### src/rtl/stil_pkg.sv
// Package for the sorted-table interval locator.
// Holds sizes, operation and register codes, and the controller/datapath types.
// No dependencies.
package stil_pkg;

    localparam int DEPTH  = 1024;
    localparam int KEY_W  = 32;
    localparam int ADDR_W = $clog2(DEPTH);
    localparam int CNT_W  = 11;

    localparam logic OP_LOAD  = 1'b0;
    localparam logic OP_QUERY = 1'b1;

    localparam logic CFG_ENTRY_COUNT = 1'b0;
    localparam logic CFG_ZERO_BASED  = 1'b1;

    typedef enum logic [2:0] {
        ST_IDLE,
        ST_CHK_FIRST,
        ST_CHK_LAST,
        ST_PROBE,
        ST_FINAL,
        ST_RESULT
    } state_t;

    typedef enum logic [1:0] {
        RD_ZERO,
        RD_LAST,
        RD_MID,
        RD_LO
    } rd_sel_t;

    typedef enum logic [1:0] {
        POS_ONE,
        POS_COUNT,
        POS_FINAL
    } pos_sel_t;

    typedef struct packed {
        logic     wr_en;
        logic     capture;
        logic     rd_en;
        rd_sel_t  rd_sel;
        logic     init_bounds;
        logic     step_bounds;
        logic     set_pos;
        pos_sel_t pos_sel;
        logic     load_out;
    } dp_cmd_t;

    typedef struct packed {
        logic key_le;
        logic key_ge;
        logic span_gt1;
    } dp_status_t;

endpackage

### src/rtl/stil_ctrl.sv
// Controller of the interval locator: sequences boundary checks, bisection
// probes and the final equality check. Depends on stil_pkg.
module stil_ctrl import stil_pkg::*; (
    input  logic       aclk,
    input  logic       aresetn,
    input  logic       s_valid,
    output logic       s_ready,
    input  logic       s_operation,
    output logic       m_valid,
    input  logic       m_ready,
    input  dp_status_t status,
    output dp_cmd_t    cmd
);

    state_t state_reg, state_next;
    logic   m_valid_reg, m_valid_next;
    logic   accept;
    logic   out_free;

    assign s_ready  = (state_reg == ST_IDLE);
    assign accept   = s_valid && s_ready;
    assign out_free = !m_valid_reg || m_ready;

    always_comb begin
        state_next = state_reg;
        unique case (state_reg)
            ST_IDLE: begin
                if (accept && s_operation == OP_QUERY) state_next = ST_CHK_FIRST;
            end
            ST_CHK_FIRST: begin
                state_next = status.key_le ? ST_RESULT : ST_CHK_LAST;
            end
            ST_CHK_LAST: begin
                state_next = status.key_ge ? ST_RESULT : ST_PROBE;
            end
            ST_PROBE: begin
                if (!status.span_gt1) state_next = ST_FINAL;
            end
            ST_FINAL: begin
                state_next = ST_RESULT;
            end
            ST_RESULT: begin
                if (out_free) state_next = ST_IDLE;
            end
            default: state_next = ST_IDLE;
        endcase
    end

    always_comb begin
        cmd = '0;
        cmd.rd_sel  = RD_ZERO;
        cmd.pos_sel = POS_ONE;
        unique case (state_reg)
            ST_IDLE: begin
                cmd.wr_en   = accept && s_operation == OP_LOAD;
                cmd.capture = accept && s_operation == OP_QUERY;
                cmd.rd_en   = accept && s_operation == OP_QUERY;
            end
            ST_CHK_FIRST: begin
                if (status.key_le) begin
                    cmd.set_pos = 1'b1;
                end else begin
                    cmd.rd_en  = 1'b1;
                    cmd.rd_sel = RD_LAST;
                end
            end
            ST_CHK_LAST: begin
                if (status.key_ge) begin
                    cmd.set_pos = 1'b1;
                    cmd.pos_sel = POS_COUNT;
                end else begin
                    cmd.init_bounds = 1'b1;
                    cmd.rd_en       = 1'b1;
                    cmd.rd_sel      = RD_MID;
                end
            end
            ST_PROBE: begin
                cmd.step_bounds = 1'b1;
                cmd.rd_en       = 1'b1;
                cmd.rd_sel      = status.span_gt1 ? RD_MID : RD_LO;
            end
            ST_FINAL: begin
                cmd.set_pos = 1'b1;
                cmd.pos_sel = POS_FINAL;
            end
            ST_RESULT: begin
                cmd.load_out = out_free;
            end
            default: ;
        endcase
    end

    always_comb begin
        m_valid_next = m_valid_reg;
        if (cmd.load_out) begin
            m_valid_next = 1'b1;
        end else if (m_ready) begin
            m_valid_next = 1'b0;
        end
    end

    always_ff @(posedge aclk) begin
        if (!aresetn) begin
            state_reg   <= ST_IDLE;
            m_valid_reg <= 1'b0;
        end else begin
            state_reg   <= state_next;
            m_valid_reg <= m_valid_next;
        end
    end

    assign m_valid = m_valid_reg;

endmodule

### config.mk
export PLATFORM = sky130hd
export DESIGN_NAME = stil_ctrl
export DESIGN_NICKNAME = d
export VERILOG_FILES = /design/src/rtl/stil_pkg.sv /design/src/rtl/stil_ctrl.sv
export SDC_FILE = /design/constraint.sdc
export NUM_CORES = 1
export LEC_CHECK = 0
export ABC_AREA = 1
export BUFFER_PORTS_ARGS = -buffer_cell sky130_fd_sc_hd__buf_2
export CAP_MARGIN = 40
export CORE_AREA = 2 2 39 41
export CTS_BUF_LIST = sky130_fd_sc_hd__clkbuf_8
export DETAILED_ROUTE_END_ITERATION = 16
export DIE_AREA = 0 0 41 43
export HOLD_SLACK_MARGIN = 0.03
export PLACE_DENSITY = 0.53
export SYNTH_ARGS = -nofsm -noshare
export SYNTH_HDL_FRONTEND = slang
export SYNTH_SLANG_ARGS = --single-unit
### constraint.sdc
create_clock -name aclk -period 1.1 [get_ports aclk]
set_clock_uncertainty 0.1 [all_clocks]
set_input_delay 0.22 -clock aclk [delete_from_list [all_inputs] [get_ports aclk]]
set_output_delay 0.22 -clock aclk [all_outputs]
set_load 0.1 [all_outputs]
==> After elaboration in Yosys (flattened, before gate mapping) <==
Index checks and enable logic that the tools add are counted.
{ "word_totals": {"ff_bits": 4, "latch_bits": 0, "ram_bits": 0, "mem_bits_ro": 0, "inputBits": 8, "output_inout_bits": 13, "word_cells": 40, "n_memories": 0} }
{ "classes": {"add_sub_neg": 0, "n_mul": 0, "n_div": 0, "magnitude_cmp": 0, "n_eq_ne": 8, "shift": 0, "muxes": 21, "bitwise_logic": 1, "n_reduce_logical": 8} }
{ "op_table": {"columns": ["op", "count"], "rows": [
  ["3-bit 2-to-1 mux", 7],
  ["3-bit case mux with 6 select lines", 1],
  ["1-bit 2-to-1 mux", 7],
  ["3-bit by 2-bit == test with 1-bit output, second input constant", 2],
  ["3-bit == test, second input constant", 2],
  ["2-bit case mux with 3 select lines", 1],
  ["4-bit 2-to-1 mux", 1],
  ["2-bit != test, second input constant", 2],
  ["1-bit case mux with 4 select lines", 1],
  ["2-bit case mux with 2 select lines", 1],
  ["3-bit by 1-bit == test with 1-bit output, second input constant", 1],
  ["1-bit logical AND", 3],
  ["3-bit zero test", 1],
  ["1-bit case mux with 3 select lines", 1],
  ["3-bit AND reduction", 1],
  ["2-bit 2-to-1 mux", 1],
  ["2-bit by 1-bit != test with 1-bit output, second input constant", 1],
  ["2-bit nonzero test", 1],
  ["1-bit zero test", 1],
  ["1-bit logical OR", 1],
  ["1-bit NOT", 1]
]} }

==> Longest topological paths before layout <==
{ "depth": {"depth_word": 5, "depth_mapped": 7, "depth_no_buf": 6} }

==> Worst setup path before layout <==
Ideal clock, no wire load.
{ "synth_timing": {"kind": "register to output", "start": "register state_reg[2]", "end": "output cmd[3] in the netlist's numbering", "t_arrival_ps": 3404, "t_required_ps": 780, "slack_ps": -2624, "stages_incl_launch_ff": 5, "n_path_buf": 0, "path_cell_list": "dfxtp_1 -> inv_2 -> nor3_1 -> nor2_1 -> nand2_1"} }
{ "synth_rtl": {"columns": ["element", "line", "source"], "rows": [
  ["start, declared", "stil_ctrl.sv:15", "state_t state_reg, state_next;"],
  ["start signal, assigned", "stil_ctrl.sv:107", "state_reg <= state_next;"],
  ["end, declared", "stil_ctrl.sv:12", "output dp_cmd_t cmd"]
]} }

==> impl_metrics.env <==
export IMPL_crit_required_ns=0.78
export IMPL_max_stage_delay_ns=0.36
export IMPL_port_buffers=20
export IMPL_hold_path_end="state_reg[1]$_SDFFE_PN0P_"
export IMPL_status="finished with violations"
export IMPL_violations="negative setup slack"
export IMPL_r2r_start="state_reg[0]$_SDFFE_PN0P_"
export IMPL_final_cells=122
export IMPL_synth_area_leader_cell="dfxtp_1"
export IMPL_fin_nets=115
export IMPL_synth_area_leaders="dfxtp_1 22%, inv_1 9.2%, nand2_1 9.2%, nand3_2 8.1%, nor2_2 6.8%"
export IMPL_min_path_cells=3
export IMPL_drv_slew=0
export IMPL_cellPowerDensity_nw_per_um2=1240
export IMPL_maxCapViolCount=0
export IMPL_drive_above_1_share_pct=81.1
export IMPL_maxSlewHeadroom_pct=85.8
export IMPL_largest_reg_flops=3
export IMPL_path_cells="nor2_4 -> nand2_2 -> clkinvlp_4 -> nand2_4 -> o211ai_4 -> buf_12"
export IMPL_firstDrtPassIters=1
export IMPL_r2r_cells=7
export IMPL_grt_pass1_wl_um=2090
export IMPL_yosysTopAreaCellShare_pct=21.7
export IMPL_core_area_um2=1380
export IMPL_min_period_ns=1.64
export IMPL_clk_pin_slew_ns=0.03
export IMPL_die_h_um=43
export IMPL_async_flop_share_pct=0
export IMPL_worstHoldStart="aresetn"
export IMPL_cts_root_buf="clkbuf_8"
export IMPL_grt_pass1_vias=526
export IMPL_crit_slowest_cell="dfxtp_4"
export IMPL_grt_total_usage_pct=16.5
export IMPL_crit_fanout=6
export IMPL_areaGrowthSynthToFinish_pct=199
export IMPL_ys_flop_type="dfxtp_1"
export IMPL_critPathKind="reg -> out"
export IMPL_cts_path_max_buffers=2
export IMPL_ff_latch_area_um2=95.1
export IMPL_drtIter0Drc=0
export IMPL_post_drt_wl_per_cell_um=9.92
export IMPL_syn_area_um2=369
export IMPL_synth_distinct_cells=19
export IMPL_fill_cells=88
export IMPL_start_kind="register"
export IMPL_syn_inst=58
export IMPL_drt_wl_total_um=1210
export IMPL_setup_viol=15
export IMPL_place_inst=110
export IMPL_hold_viol=0
export IMPL_critPathBufInv=2
export IMPL_design_area_um2=1100
export IMPL_r2r_end="state_reg[0]$_SDFFE_PN0P_"
export IMPL_fmax_ghz=0.609
export IMPL_worstPathArrival_ns=1.32
export IMPL_cts_buffers=3
export IMPL_ant_nets=0
export IMPL_reg2reg_slack_ns=-0.32
export IMPL_place_hpwl_um=916
export IMPL_cp_top_family="flip-flops"
export IMPL_syn_area_per_cell_um2=6.36
export IMPL_power_total_w=0.00136
export IMPL_initial_core_util_pct=26.7
export IMPL_endpoint_kind="output port"
export IMPL_syn_num_nets=66
export IMPL_grt_overflow=0
export IMPL_postPlaceCellArea_um2=943
export IMPL_seq_area_frac_synth_pct=21.7
export IMPL_cts_tree="yes"
export IMPL_clock_latency_ns=0.21
export IMPL_place_congestion=0.753
export IMPL_ys_ff_latch=4
export IMPL_tightest_slew_ns=0.213
export IMPL_synth_edff_count=0
export IMPL_htree_levels=1
export IMPL_antenna_found_initial=0
export IMPL_num_rows=14
export IMPL_num_vias=536
export IMPL_grt_max_degree=8
export IMPL_leakage_nw=0.503
export IMPL_ios=21
export IMPL_die_width_um=41
export IMPL_route_detailed_drc=0
export IMPL_period_share_pct=149
export IMPL_synth_cells_most_frequent="9 x inv_1, 9 x nand2_1, 5 x o21ai_1"
export IMPL_hold_path_class="in -> reg"
export IMPL_antennaDiodeCount=0
export IMPL_layout_setup_ws_ns=-0.541
export IMPL_die_area_um2=1760
export IMPL_vdd_drop_max_uv=1100
export IMPL_vias_per_cell=4.39
export IMPL_cts_hold_fix_buffers=0
export IMPL_multi_input_area_um2=345
export IMPL_rsz0062_at_grt="yes"
export IMPL_yosysWarnings=0
export IMPL_fin_setup_tns_ns=-6.25
export IMPL_clock_sinks=4
## power breakdown
part | internal [W] | total (W) | switching (W)
logic | 0.000359 | 0.000877 | 0.000518
clock network | 0.000237 | 0.000305 | 0.0000682
registers | 0.000156 | 0.000180 | 0.0000241
total | 0.000752 | 0.00136 | 0.000611
## cell families (layout without fill, tap and decap cells)
family	Yosys count	in the layout	synth area share, %
AO/OA/AOI/OAI	12	12	20.3
AND/OR/NAND/NOR	27	27	39.7
flip-flops	4	4	21.7
buffers and inverters	15	63	18.3
## area by class of cell
type / count / area share (%)
clock buffers: 3 / 3.74
clock inverters: 1 / 0.340
inverters: 13 / 6.69
multi-input cells: 39 / 31.3
flip-flops and latches: 4 / 8.62
well taps: 16 / 1.81
repair buffers: 46 / 47.5
## metal layers
| metal | GRT usage [%] | routed length (um) |
|---|---|---|
| met3 | 3.14 | 53 |
| met1 | 22.9 | 504 |
| met2 | 26.3 | 652 |
| met4 | 2.00 | 0 |
| met5 | 0 | 0 |
## cells in the final DEF (no fill, tap or decap), drive strengths merged
master,instances
nand3,3
o21ai,6
or2,2
dfxtp,4
nor3,1
inv,12
clkbuf,3
o211ai,1
clkinvlp,2
nor2,8
buf,46
nand4,3
nand2,10
a21oi,5
## worst max path at each step
stage,start,endpoint,slack (ns),depth (start not counted)
global route,state_reg[0]$_SDFFE_PN0P_,cmd[8],-0.60,6
floorplan,state_reg[0]$_SDFFE_PN0P_,cmd[8],-0.94,6
detailed placement,state_reg[0]$_SDFFE_PN0P_,cmd[7],-0.44,6
global placement,state_reg[0]$_SDFFE_PN0P_,cmd[7],-0.41,6
finish,state_reg[0]$_SDFFE_PN0P_,cmd[8],-0.54,6
CTS,state_reg[1]$_SDFFE_PN0P_,cmd[3],-0.56,8
## through the flow
stage | hold slack [ns] | worst slack (ns) | utilization, %
6_report | 0.123 | -0.541 | 79.7
5_1_grt | 0.140 | -0.598 | 79.7
4_1_cts | 0.133 | -0.555 | 77.0
3_5_place_dp | 0.352 | -0.439 | 68.2
3_3_place_gp | 0.354 | -0.407 | 68.2
2_1_floorplan | 0.226 | -0.935 | -
## tightest hold or removal path, cell delays in order
cell     delay (ns)
buf_2          0.10
o21ai_2        0.05
inv_1          0.04
## what timing repair did
item / 4_1_cts / 5_1_grt
resized for setup: 10 / 6
setup endpoints to repair: 16 / 16
endpoints found under the hold margin: 0 / 0
setup buffers: 7 / 2
pin swaps: 10 / 5
(Power assumes the default switching activity.)
